## src/hdl/tpsr_pkg.sv

```systemverilog
// Shared types, constants and the command lookup for the touch panel SPI readout.
// Used by the controller, the datapath and the top level; depends on nothing.
package tpsr_pkg;

    // Controller command codes, one per axis, shifted out MSB first.
    localparam logic [7:0] CMD_X = 8'b11011011;
    localparam logic [7:0] CMD_Y = 8'b10011011;
    localparam logic [7:0] CMD_Z = 8'b10111011;

    // Axis codes held in the axis select register.
    localparam logic [1:0] AXIS_X = 2'd0;
    localparam logic [1:0] AXIS_Y = 2'd1;
    localparam logic [1:0] AXIS_Z = 2'd2;

    localparam logic [7:0] HALF_RESET = 8'd4;
    localparam logic [3:0] CMD_MSB    = 4'd7;
    localparam logic [3:0] READ_BITS  = 4'd9;

    // Result scaling.
    localparam logic [7:0]  X_MAX        = 8'd240;
    localparam logic [8:0]  Y_MAX        = 9'd320;
    localparam logic [8:0]  Y_OFFSET     = 9'd15;
    localparam logic [19:0] RECIP3       = 20'd683;
    localparam int          RECIP3_SHIFT = 11;
    localparam logic [16:0] P_BIAS       = 17'd255;

    // Restoring divider for 256 / z.
    localparam logic [8:0] DIVIDEND  = 9'd256;
    localparam logic [3:0] DIV_STEPS = 4'd9;

    // Commands from the controller to the datapath.
    typedef struct packed {
        logic tick_clr;
        logic tick_inc;
        logic begin_txn;
        logic axis_clr;
        logic axis_inc;
        logic clk_hi;
        logic clk_lo;
        logic cs_hi;
        logic bit_dec;
        logic shreg_clr;
        logic sample;
        logic store_x;
        logic store_y;
        logic calc_start;
        logic idle_fix;
    } dp_cmd_t;

    // Status from the datapath to the controller.
    typedef struct packed {
        logic       phase_done;
        logic       bit_zero;
        logic       bits_full;
        logic [1:0] axis;
        logic       div_done;
    } dp_stat_t;

    // Flags from the controller to the output stage.
    typedef struct packed {
        logic calc_active;
        logic hold_word;
        logic emit_result;
        logic busy_next;
    } ctrl_flag_t;

    // Pin levels after the current tick.
    typedef struct packed {
        logic cs_n;
        logic sclk;
        logic sdi;
    } pins_t;

    // Scaled position and pressure estimate.
    typedef struct packed {
        logic [7:0]        x_pos;
        logic [8:0]        y_pos;
        logic signed [16:0] pressure;
        logic              p_inv;
    } res_t;

    function automatic logic [7:0] cmd_code(input logic [1:0] axis);
        logic [7:0] code;
        case (axis)
            AXIS_X:  code = CMD_X;
            AXIS_Y:  code = CMD_Y;
            default: code = CMD_Z;
        endcase
        return code;
    endfunction

endpackage

```

## src/hdl/tpsr_ctrl.sv

```systemverilog
// Sequencer state machine for the touch panel SPI readout.
// Depends on tpsr_pkg; drives datapath commands and output-stage flags.
module tpsr_ctrl
    import tpsr_pkg::*;
(
    input  logic       clk,
    input  logic       rst_n,
    input  logic       tick,
    input  logic       start_req,
    input  logic       out_free,
    input  dp_stat_t   stat,
    output dp_cmd_t    cmd,
    output ctrl_flag_t flags
);

    typedef enum logic [7:0] {
        S_IDLE     = 8'b00000001,
        S_CMD_LOW  = 8'b00000010,
        S_CMD_HIGH = 8'b00000100,
        S_RD_LOW   = 8'b00001000,
        S_RD_HIGH  = 8'b00010000,
        S_TAIL     = 8'b00100000,
        S_GAP      = 8'b01000000,
        S_CALC     = 8'b10000000
    } state_t;

    state_t state_reg;
    state_t state_next;

    always_comb
    begin
        cmd        = '0;
        state_next = state_reg;
        unique case (state_reg)
            S_IDLE:
            begin
                if (tick && start_req)
                begin
                    cmd.axis_clr  = 1'b1;
                    cmd.begin_txn = 1'b1;
                    state_next    = S_CMD_LOW;
                end
            end
            S_CMD_LOW:
            begin
                if (tick)
                begin
                    if (stat.phase_done)
                    begin
                        cmd.tick_clr = 1'b1;
                        cmd.clk_hi   = 1'b1;
                        state_next   = S_CMD_HIGH;
                    end
                    else
                    begin
                        cmd.tick_inc = 1'b1;
                    end
                end
            end
            S_CMD_HIGH:
            begin
                if (tick)
                begin
                    if (stat.phase_done)
                    begin
                        cmd.tick_clr = 1'b1;
                        cmd.clk_lo   = 1'b1;
                        if (stat.bit_zero)
                        begin
                            cmd.shreg_clr = 1'b1;
                            state_next    = S_RD_LOW;
                        end
                        else
                        begin
                            cmd.bit_dec = 1'b1;
                            state_next  = S_CMD_LOW;
                        end
                    end
                    else
                    begin
                        cmd.tick_inc = 1'b1;
                    end
                end
            end
            S_RD_LOW:
            begin
                if (tick)
                begin
                    if (stat.phase_done)
                    begin
                        cmd.tick_clr = 1'b1;
                        cmd.sample   = 1'b1;
                        cmd.clk_hi   = 1'b1;
                        state_next   = S_RD_HIGH;
                    end
                    else
                    begin
                        cmd.tick_inc = 1'b1;
                    end
                end
            end
            S_RD_HIGH:
            begin
                if (tick)
                begin
                    if (stat.phase_done)
                    begin
                        cmd.tick_clr = 1'b1;
                        cmd.clk_lo   = 1'b1;
                        state_next   = stat.bits_full ? S_TAIL : S_RD_LOW;
                    end
                    else
                    begin
                        cmd.tick_inc = 1'b1;
                    end
                end
            end
            S_TAIL:
            begin
                if (tick)
                begin
                    if (stat.phase_done)
                    begin
                        cmd.tick_clr = 1'b1;
                        cmd.cs_hi    = 1'b1;
                        case (stat.axis)
                            AXIS_X:
                            begin
                                cmd.store_x  = 1'b1;
                                cmd.axis_inc = 1'b1;
                                state_next   = S_GAP;
                            end
                            AXIS_Y:
                            begin
                                cmd.store_y  = 1'b1;
                                cmd.axis_inc = 1'b1;
                                state_next   = S_GAP;
                            end
                            default:
                            begin
                                cmd.calc_start = 1'b1;
                                cmd.axis_clr   = 1'b1;
                                state_next     = S_CALC;
                            end
                        endcase
                    end
                    else
                    begin
                        cmd.tick_inc = 1'b1;
                    end
                end
            end
            S_GAP:
            begin
                if (tick)
                begin
                    if (stat.phase_done)
                    begin
                        cmd.begin_txn = 1'b1;
                        state_next    = S_CMD_LOW;
                    end
                    else
                    begin
                        cmd.tick_inc = 1'b1;
                    end
                end
            end
            S_CALC:
            begin
                // The result word waits until the output register can take it.
                if (stat.div_done && out_free)
                begin
                    state_next = S_IDLE;
                end
            end
            default:
            begin
                if (tick)
                begin
                    cmd.idle_fix = 1'b1;
                    state_next   = S_IDLE;
                end
            end
        endcase
    end

    always_comb
    begin
        flags.calc_active = (state_reg == S_CALC);
        flags.hold_word   = cmd.calc_start;
        flags.emit_result = (state_reg == S_CALC) && stat.div_done && out_free;
        flags.busy_next   = (state_next != S_IDLE) && (state_next != S_CALC);
    end

    always_ff @(posedge clk or negedge rst_n)
    begin
        if (!rst_n)
        begin
            state_reg <= S_IDLE;
        end
        else
        begin
            state_reg <= state_next;
        end
    end

endmodule

```

## src/hdl/tpsr_dpath.sv

```systemverilog
// Datapath of the touch panel SPI readout: timers, shifter, pins, divider, scaling.
// Depends on tpsr_pkg; acts on commands from tpsr_ctrl and on configuration writes.
module tpsr_dpath
    import tpsr_pkg::*;
(
    input  logic       clk,
    input  logic       rst_n,
    input  logic       cfg_wr_en,
    input  logic [7:0] cfg_wr_data,
    input  logic       serial_data_out,
    input  dp_cmd_t    cmd,
    output dp_stat_t   stat,
    output pins_t      pins_next,
    output res_t       res
);

    logic [7:0] half_reg;
    logic [7:0] tick_reg;
    logic [7:0] tick_next;
    logic [3:0] bit_reg;
    logic [3:0] bit_next;
    logic [8:0] samp_reg;
    logic [1:0] axis_reg;
    logic [1:0] axis_next;
    logic [1:0] axis_eff;
    logic [7:0] raw_x_reg;
    logic [7:0] raw_y_reg;
    logic [7:0] z_reg;
    logic [7:0] rem_reg;
    logic [8:0] dq_reg;
    logic [3:0] div_cnt_reg;
    pins_t      pins_reg;

    logic [7:0] half_eff;
    logic [8:0] trial;
    logic       q_bit;
    logic [7:0] code;

    // A half period of zero behaves as one tick.
    assign half_eff = (half_reg == 8'd0) ? 8'd1 : half_reg;

    always_comb
    begin
        stat.phase_done = ({1'b0, tick_reg} + 9'd1) >= {1'b0, half_eff};
        stat.bit_zero   = (bit_reg == 4'd0);
        stat.bits_full  = (bit_reg >= READ_BITS);
        stat.axis       = axis_reg;
        stat.div_done   = (div_cnt_reg == 4'd0);
    end

    always_comb
    begin
        tick_next = tick_reg;
        if (cmd.tick_clr || cmd.begin_txn || cmd.idle_fix)
        begin
            tick_next = 8'd0;
        end
        else if (cmd.tick_inc)
        begin
            tick_next = tick_reg + 8'd1;
        end

        bit_next = bit_reg;
        if (cmd.begin_txn)
        begin
            bit_next = CMD_MSB;
        end
        else if (cmd.bit_dec)
        begin
            bit_next = bit_reg - 4'd1;
        end
        else if (cmd.sample)
        begin
            bit_next = bit_reg + 4'd1;
        end

        axis_eff  = cmd.axis_clr ? AXIS_X : axis_reg;
        axis_next = cmd.axis_inc ? (axis_reg + 2'd1) : axis_eff;
        code      = cmd_code(axis_eff);

        pins_next = pins_reg;
        if (cmd.begin_txn)
        begin
            pins_next.cs_n = 1'b0;
        end
        if (cmd.cs_hi || cmd.idle_fix)
        begin
            pins_next.cs_n = 1'b1;
        end
        if (cmd.begin_txn || cmd.clk_lo || cmd.idle_fix)
        begin
            pins_next.sclk = 1'b0;
        end
        if (cmd.clk_hi)
        begin
            pins_next.sclk = 1'b1;
        end
        if (cmd.begin_txn || cmd.bit_dec)
        begin
            pins_next.sdi = code[bit_next[2:0]];
        end
    end

    // One restoring step of 256 / z per cycle.
    assign trial = {rem_reg, dq_reg[8]};
    assign q_bit = (trial >= {1'b0, z_reg});

    always_ff @(posedge clk or negedge rst_n)
    begin
        if (!rst_n)
        begin
            half_reg    <= HALF_RESET;
            tick_reg    <= 8'd0;
            bit_reg     <= 4'd0;
            samp_reg    <= 9'd0;
            axis_reg    <= AXIS_X;
            raw_x_reg   <= 8'd0;
            raw_y_reg   <= 8'd0;
            div_cnt_reg <= 4'd0;
            pins_reg    <= '{cs_n: 1'b1, sclk: 1'b0, sdi: 1'b0};
        end
        else
        begin
            if (cfg_wr_en)
            begin
                half_reg <= cfg_wr_data;
            end
            tick_reg <= tick_next;
            bit_reg  <= bit_next;
            axis_reg <= axis_next;
            pins_reg <= pins_next;
            if (cmd.shreg_clr)
            begin
                samp_reg <= 9'd0;
            end
            else if (cmd.sample)
            begin
                samp_reg <= {samp_reg[7:0], serial_data_out};
            end
            if (cmd.store_x)
            begin
                raw_x_reg <= samp_reg[7:0];
            end
            if (cmd.store_y)
            begin
                raw_y_reg <= samp_reg[7:0];
            end
            if (cmd.calc_start)
            begin
                div_cnt_reg <= DIV_STEPS;
            end
            else if (div_cnt_reg != 4'd0)
            begin
                div_cnt_reg <= div_cnt_reg - 4'd1;
            end
        end
    end

    always_ff @(posedge clk)
    begin
        if (cmd.calc_start)
        begin
            z_reg   <= samp_reg[7:0];
            rem_reg <= 8'd0;
            dq_reg  <= DIVIDEND;
        end
        else if (div_cnt_reg != 4'd0)
        begin
            rem_reg <= q_bit ? 8'(trial - {1'b0, z_reg}) : trial[7:0];
            dq_reg  <= {dq_reg[7:0], q_bit};
        end
    end

    // Result scaling, read by the output stage once the divider has finished.
    logic [19:0] y_prod;
    logic [8:0]  y_third;
    logic [8:0]  y_scaled;
    logic [7:0]  x_adj;
    logic [8:0]  z_term;
    logic [16:0] p_prod;

    always_comb
    begin
        res.x_pos = X_MAX - ((raw_x_reg > X_MAX) ? X_MAX : raw_x_reg);

        // floor(4y / 3) through a reciprocal; exact for every 8-bit y.
        y_prod  = {10'd0, raw_y_reg, 2'b00} * RECIP3;
        y_third = y_prod[RECIP3_SHIFT +: 9];
        if (y_third < Y_OFFSET)
        begin
            y_scaled = 9'd0;
        end
        else if ((y_third - Y_OFFSET) > Y_MAX)
        begin
            y_scaled = Y_MAX;
        end
        else
        begin
            y_scaled = y_third - Y_OFFSET;
        end
        res.y_pos = Y_MAX - y_scaled;

        // 255 * x / 256 is x - 1 for nonzero x.
        x_adj  = (raw_x_reg == 8'd0) ? 8'd0 : (raw_x_reg - 8'd1);
        z_term = dq_reg - 9'd1;
        p_prod = {9'd0, x_adj} * {8'd0, z_term};

        if (z_reg == 8'd0)
        begin
            res.p_inv    = 1'b1;
            res.pressure = 17'sd0;
        end
        else
        begin
            res.p_inv    = 1'b0;
            res.pressure = $signed(p_prod - P_BIAS);
        end
    end

endmodule

```

## src/hdl/touch_panel_spi_readout.sv

```systemverilog
// Top level of the touch panel SPI readout: output word register and handshakes.
// Depends on tpsr_pkg, tpsr_ctrl and tpsr_dpath.
//
//  Channel  | Direction | Handshake           | Payload
//  ---------+-----------+---------------------+---------------------------------------------
//  input    | in        | in_valid/in_stall   | start_req, serial_data_out
//  output   | out       | out_valid/out_stall | pins, busy_res, result_valid, x/y, pressure
//  config   | in        | cfg_wr_en           | cfg_wr_data (half_period_ticks)
//
// Each accepted input word is one tick of the serial sequencer and yields one output word,
// loaded into the output register at the same edge but for the Z completion tick; a word
// can enter every cycle while the input is not stalled. At the end of the Z transaction
// the input stalls while the restoring divider forms 256 / z one quotient bit per cycle;
// the result word loads once the divider is done, or later while the word ahead is held up.
// Reset is asynchronous and active low; it leaves the sequencer idle with chip select high.
// A new input word is taken while the output register is empty or being emptied.
module touch_panel_spi_readout
    import tpsr_pkg::*;
(
    input  logic               clk,
    input  logic               rst_n,
    input  logic               in_valid,
    output logic               in_stall,
    input  logic               start_req,
    input  logic               serial_data_out,
    input  logic               cfg_wr_en,
    input  logic [7:0]         cfg_wr_data,
    output logic               out_valid,
    input  logic               out_stall,
    output logic               chip_select_n,
    output logic               serial_clock,
    output logic               serial_data_in,
    output logic               busy_res,
    output logic               result_valid,
    output logic [7:0]         x_position,
    output logic [8:0]         y_position,
    output logic signed [16:0] pressure,
    output logic               pressure_invalid
);

    dp_cmd_t    cmd;
    dp_stat_t   stat;
    ctrl_flag_t flags;
    pins_t      pins_next;
    res_t       res;

    logic tick;
    logic load;
    logic out_free;

    logic               out_valid_reg;
    pins_t              pins_out_reg;
    logic               busy_reg;
    logic               result_valid_reg;
    logic [7:0]         x_reg;
    logic [8:0]         y_reg;
    logic signed [16:0] pressure_reg;
    logic               p_inv_reg;

    // The output register can take a word when it is empty or its word leaves now.
    assign out_free = !(out_valid_reg && out_stall);

    // The input waits while the divider runs or while the output word is held up.
    assign in_stall = flags.calc_active || !out_free;
    assign tick     = in_valid && !in_stall;

    // Every tick gives a word, except the completion tick whose word follows the divider.
    assign load = (tick && !flags.hold_word) || flags.emit_result;

    tpsr_ctrl u_ctrl (
        .clk       (clk),
        .rst_n     (rst_n),
        .tick      (tick),
        .start_req (start_req),
        .out_free  (out_free),
        .stat      (stat),
        .cmd       (cmd),
        .flags     (flags)
    );

    tpsr_dpath u_dpath (
        .clk             (clk),
        .rst_n           (rst_n),
        .cfg_wr_en       (cfg_wr_en),
        .cfg_wr_data     (cfg_wr_data),
        .serial_data_out (serial_data_out),
        .cmd             (cmd),
        .stat            (stat),
        .pins_next       (pins_next),
        .res             (res)
    );

    always_ff @(posedge clk or negedge rst_n)
    begin
        if (!rst_n)
        begin
            out_valid_reg <= 1'b0;
        end
        else if (load)
        begin
            out_valid_reg <= 1'b1;
        end
        else if (!out_stall)
        begin
            out_valid_reg <= 1'b0;
        end
    end

    // Result fields read as zero on every word that carries no result.
    always_ff @(posedge clk)
    begin
        if (load)
        begin
            pins_out_reg     <= pins_next;
            busy_reg         <= flags.busy_next;
            result_valid_reg <= flags.emit_result;
            if (flags.emit_result)
            begin
                x_reg        <= res.x_pos;
                y_reg        <= res.y_pos;
                pressure_reg <= res.pressure;
                p_inv_reg    <= res.p_inv;
            end
            else
            begin
                x_reg        <= 8'd0;
                y_reg        <= 9'd0;
                pressure_reg <= 17'sd0;
                p_inv_reg    <= 1'b0;
            end
        end
    end

    assign out_valid        = out_valid_reg;
    assign chip_select_n    = pins_out_reg.cs_n;
    assign serial_clock     = pins_out_reg.sclk;
    assign serial_data_in   = pins_out_reg.sdi;
    assign busy_res         = busy_reg;
    assign result_valid     = result_valid_reg;
    assign x_position       = x_reg;
    assign y_position       = y_reg;
    assign pressure         = pressure_reg;
    assign pressure_invalid = p_inv_reg;

endmodule

```

## config.mk

```make
export PLATFORM = sky130hd
export DESIGN_NAME = touch_panel_spi_readout
export DESIGN_NICKNAME = d
export VERILOG_FILES = /design/src/hdl/tpsr_pkg.sv /design/src/hdl/tpsr_ctrl.sv /design/src/hdl/tpsr_dpath.sv /design/src/hdl/touch_panel_spi_readout.sv
export SDC_FILE = /design/constraint.sdc
export NUM_CORES = 1
export LEC_CHECK = 0
export ABC_AREA = 0
export BUFFER_PORTS_ARGS = -buffer_cell sky130_fd_sc_hd__buf_4
export CELL_PAD_IN_SITES_DETAIL_PLACEMENT = 1
export CELL_PAD_IN_SITES_GLOBAL_PLACEMENT = 1
export CORE_UTILIZATION = 50
export CTS_BUF_LIST = sky130_fd_sc_hd__clkbuf_8
export CTS_CLUSTER_SIZE = 14
export DETAILED_ROUTE_END_ITERATION = 16
export HOLD_SLACK_MARGIN = 0.08
export PLACE_DENSITY = 0.89
export SLEW_MARGIN = 20
export SYNTH_ARGS = -nofsm -noshare
export SYNTH_HDL_FRONTEND = slang
export SYNTH_SLANG_ARGS = --single-unit
```

## constraint.sdc

```tcl
create_clock -name clk -period 7.6 [get_ports clk]
set_input_delay 0.76 -clock clk [delete_from_list [all_inputs] [get_ports clk]]
set_output_delay 0.76 -clock clk [all_outputs]
set_load 0.01 [all_outputs]
```

-- Yosys cells after proc, flatten, opt, wreduce, memory -nomap -nowiden
Index checks and enable logic that the tools add are counted.
- logic and storage cells: 177
- output and inout bits: 42
- register bits after elaboration: 127
- bits of input ports: 15
- equality and inequality tests: 13
- order comparisons: 7
- multipliers: 2
- reductions and logical operators: 37
- $add $sub $neg: 13
- bitwise logic cells: 1
- mux-type cells: 78
- operators with widths (operator ; count):
    $mux W8 ; 24
    $pmux W8 S8 ; 1
    $mux W1 ; 26
    $logic_not A8 Y1 ; 3
    $mux W4 ; 6
    $mux W2 ; 10
    $ge A9 B8 Y1 ; 2
    $mul A8 B10 Y18 const B ; 1
    $mux W9 ; 2
    $mul A8 B9 Y17 ; 1
    $sub A17 B8 Y17 const B ; 1
    $pmux W7 S2 ; 1
    $add A8 B1 Y9 const B ; 1
    $gt A9 B9 Y1 const B ; 1
    $lt A9 B4 Y1 const B ; 1
    $mux W3 ; 3
    $sub A9 B1 Y9 const B ; 1
    $sub A9 B4 Y9 const B ; 1
    $sub A9 B9 Y9 const A ; 1
    $add A8 B1 Y8 const B ; 1
    $eq A8 B1 Y1 const B ; 1
    $eq A8 B2 Y1 const B ; 1
    $eq A8 B3 Y1 const B ; 1
    $eq A8 B4 Y1 const B ; 1
    32 further kinds ; 59

-- Logic depth before layout (Yosys ltp)
- depth after elaboration: 13
- gate-level depth with buffers: 29
- depth with buffers taken out: 27

-- Hierarchy
From an unflattened synthesis, not the netlist that was laid out.
- cell total of the unflattened synthesis: 1214
- area total of the unflattened synthesis: 11153.2 um^2
- modules (own cells, without submodules) (module ; cells each ; instances ; area an instance (um^2) ; seq. area each (um^2)):
    tpsr_dpath ; 1003 ; 1 ; 8657.1 ; 1909.3
    touch_panel_spi_readout ; 85 ; 1 ; 1524.0 ; 1226.2
    tpsr_ctrl ; 126 ; 1 ; 972.2 ; 201.4

-- Worst setup path after synthesis
Ideal clock, no wire load.
- path type: register to register
- start point: register u_dpath.raw_y_reg[6]
- end point: register y_reg[6] (netlist: y_position[6]) (data pin)
- slack: 1.521 ns
- required time: 7.336 ns
- path buffers: 2
- setup time: 0.264 ns
- cell stages (with the launch flop): 27
- clock period less this slack: 6.079 ns
- arrival: 5.816 ns
- path through: dfrtp_1 -> ha_1 -> inv_1 -> fa_1 -> inv_1 -> fa_1 -> inv_1 -> fa_1 -> inv_1 -> ha_1 -> o21a_1 -> o21ai_0 -> nor2_1 -> or2_2 -> inv_1 -> ha_1 -> nand4_1 -> or3b_1 -> buf_2 -> nand3_1 -> o211ai_1 -> o22ai_2 -> nand2_1 -> ha_1 -> buf_2 -> and4b_1 -> o41a_1
- cells in the longest elaborated chain, start to end: 6
- elaborated cells on any way between the ends: 7
- classes of those cells: add/sub (2); mul (1); order compare (2); mux (2)
- ends and longest elaborated chain (item ; RTL line ; source):
    start: declaration ; tpsr_dpath.sv:27 ; logic [7:0] raw_y_reg;
    start signal: assignment ; tpsr_dpath.sv:146 ; raw_y_reg <= samp_reg[7:0];
    $mul A8 B10 Y18 * ; tpsr_dpath.sv:187 ; y_prod = {10'd0, raw_y_reg, 2'b00} * RECIP3;
    $sub A9 B4 Y9 ; tpsr_dpath.sv:193, tpsr_dpath.sv:199 ;
    $gt A9 B9 Y1 ; tpsr_dpath.sv:193 ; else if ((y_third - Y_OFFSET) > Y_MAX)
    $mux W9 ; tpsr_dpath.sv:193 ;
    $mux W9 * ; tpsr_dpath.sv:189 ; if (y_third < Y_OFFSET)
    $sub A9 B9 Y9 * ; tpsr_dpath.sv:201 ; res.y_pos = Y_MAX - y_scaled;
    end signal: assignment ; touch_panel_spi_readout.sv:120 ; y_reg <= res.y_pos;
    end: declaration ; touch_panel_spi_readout.sv:56 ; logic [8:0] y_reg;
Every way passes the cells marked *; elsewhere a longest branch is shown, timed or not.
A chain may end at the register's enable or synchronous reset.

-- Worst setup path after layout
Ends and elaborated chain as after synthesis.

==> results.ini <==
[clock_tree]
cts-buffers-inserted=17
clock_sinks=127
ctsHtreeMaxLevel=4
cts_tree=yes
clk_latency_ns=0.47
clockBufferDepth=2
clkTransAtPathRegs_ns=0.08
cts_setup_buffers=0
cts_resized=0
cts_root_buf=clkbuf_8
cts_hold_buf=0

[yosys]
synth-seq-cells=127
synthArstFlopShare_pct=48.8
ys_warn_count=0
synth_commonest_cells=inv_1 (136), ha_1 (120), nor2_1 (113)
synth_most_common_cell=inv_1
yosys-top-cells-area=ha_1 (14%), dfrtp_1 (13%), edfxtp_1 (13%)
syn_nets=1349
synth_edf_count=48
yosysUniqueCellTypes=95
ys_seq_area_share_pct=30.5
synth_flop_cell=dfrtp_1
synth_top_area_share_pct=13.7
yosys.area.top_type=ha_1
syn_area_per_cell_um2=9.47
synthesis.instances=1157
syn-cell-area_mm2=0.0110

[place]
portBuffers=56
dp_hpwl_um=22200
place.gp.congestion=0.876
postPlaceCellArea_mm2=0.0116
dp_slack_ns=0.770

[final_layout]
final_nets=1393
drive_above_1_share_pct=13.0
syn_to_final_growth_pct=9.86
final_core_utilization_pct=56.7
largest_reg_flops=17
antenna_cells=0
fin_area_mm2=0.0120

[power_and_ir_drop]
power_density_mw_per_mm2=136
p_leak_nw=5.85
max-vdd-ir-drop_mv=0.102

[sta]
setup_tns_ns=0
slew_viol_final=0
fmax_ghz=0.147
worst_slack_ns=0.787
skew_ns=0.0127
post-route-min-period_ns=6.81
hold_violations=0
worst_pin_slew_ns=0.965
rsz0062_at_grt=no
relSlewSlack_pct=33.8
setup_viol=0
fin_crit_sh_pct=89.6

[route]
wl_per_cell_um=19.7
drt_iter0_drc=351
vias=8705
drc=0
drtAntennaViolNets=0
drt_wl_total_um=29300
first_pass_iters=5
via_per_inst=5.85

[die]
die-area_mm2=0.0225
core_area_mm2=0.0212
die_w_um=150
num_rows=53
dieHeight_um=150
initial_core_util_pct=51.6
io_pins=57

[global_routing]
grt_max_degree=63
antenna_found_initial=0
grt_pass1_vias=9563
grt.overflow.total=0
grt_pass1_wl_um=48400
grt_util_all_layers_pct=27.8

[setup_path]
crit_fanout=9
reg2reg_to=y_position[6]
rrSetupSlack_ns=0.79
start_kind=flop
reg2reg_depth=24
required_ns=7.81
end_kind=flop
r2r-start=u_dpath.raw_y_reg[6]
crit_type=reg -> reg
cp.arrival_ns=7.02

[flow_run]
maxCapViolCount=0

[hold_path]
hp-class=in -> async

[run_status]
status=completed

## per-stage QoR
step                power, mW  cells  hold WS (ns)
floorplan               0.905   1157         0.432
CTS                      1.64   1488         0.397
detailed placement      0.976   1456         0.455
global route             1.69   1489         0.435
finish                   1.64   1489         0.358
global placement        0.966   1456         0.446
## worst max-delay path by stage
stage                         start             to  depth (start not counted)
6_report       u_dpath.raw_y_reg[6]  y_position[6]                         24
5_1_grt        u_dpath.raw_x_reg[2]   pressure[15]                         25
4_1_cts        u_dpath.raw_x_reg[0]   pressure[15]                         26
3_5_place_dp   u_dpath.raw_x_reg[0]   pressure[15]                         26
3_3_place_gp   u_dpath.raw_x_reg[0]   pressure[15]                         26
2_1_floorplan  u_dpath.raw_y_reg[6]  y_position[6]                         26
## metal layers
layer / routed length, um / global-route usage, % / vias to the layer above
li1: - / - / 4068
met1: 12200 / 32.6 / 4369
met2: 15200 / 49.9 / 179
met3: 859 / 3.93 / 89
met4: 1080 / 12.7 / 0
met5: 0 / 0 / -
## critical path, cell delays in order, from the launching register on
cell and delay, ns:
dfrtp_1 0.47, ha_1 0.33, inv_1 0.06, fa_1 0.54, inv_1 0.06, fa_1 0.51, inv_1 0.06, fa_1 0.50
inv_1 0.05, ha_1 0.27, o21a_1 0.22, o21ai_0 0.23, nor2_1 0.12, or2_2 0.33, inv_1 0.06, ha_1 0.21
nand4_1 0.15, or3b_1 0.55, nand3_1 0.24, o211ai_1 0.13, o22ai_2 0.34, nand2_1 0.13, ha_1 0.34, and4b_1 0.26
o41a_1 0.41
## where the power goes
part	internal, mW	switching [mW]
registers	0.746	0.0241
clock network	0.337	0.332
logic	0.0785	0.117
total	1.16	0.474
## area by class of cell
class	instances	area [um2]
inverters	136	510
well taps	275	344
clock buffers	17	234
flip-flops and latches	127	3340
repair buffers	61	462
multi-input cells	858	6950
fillers	2423	9190
clock inverters	15	198
## placed cells by master, fill, tap and decap left out, drive strengths merged, types with 11 or more instances in the layout
master  Yosys  final
and3       18     18
a21oi      40     40
or2        13     13
xor2       34     34
xnor2      35     35
nand2     105    105
nand2b     17     17
buf        13     61
a21o       14     14
nor2      113    113
o21ai      50     50
nand3      21     21
ha        120    120
clkbuf     23     17
dfrtp      59     59
inv       136    145
mux2       19     19
mux2i      16     16
a211oi     11     11
dfxtp      17     17
edfxtp     48     48
nor3       30     30
fa         57     57
## kinds of logic after synthesis
| logic type | count (synthesis) | synth area share [%] |
|---|---|---|
| buffers and inverters | 172 | 6.28 |
| DFF | 127 | 30.5 |
| adders and majority gates | 177 | 24.1 |
| xor gates and xnor gates | 69 | 5.59 |
| muxes | 35 | 3.45 |
| AOI/OAI and AO/OA | 186 | 12.1 |
| and+or+nand+nor | 391 | 18.0 |
No activity file was read; power rests on OpenSTA's default activity.
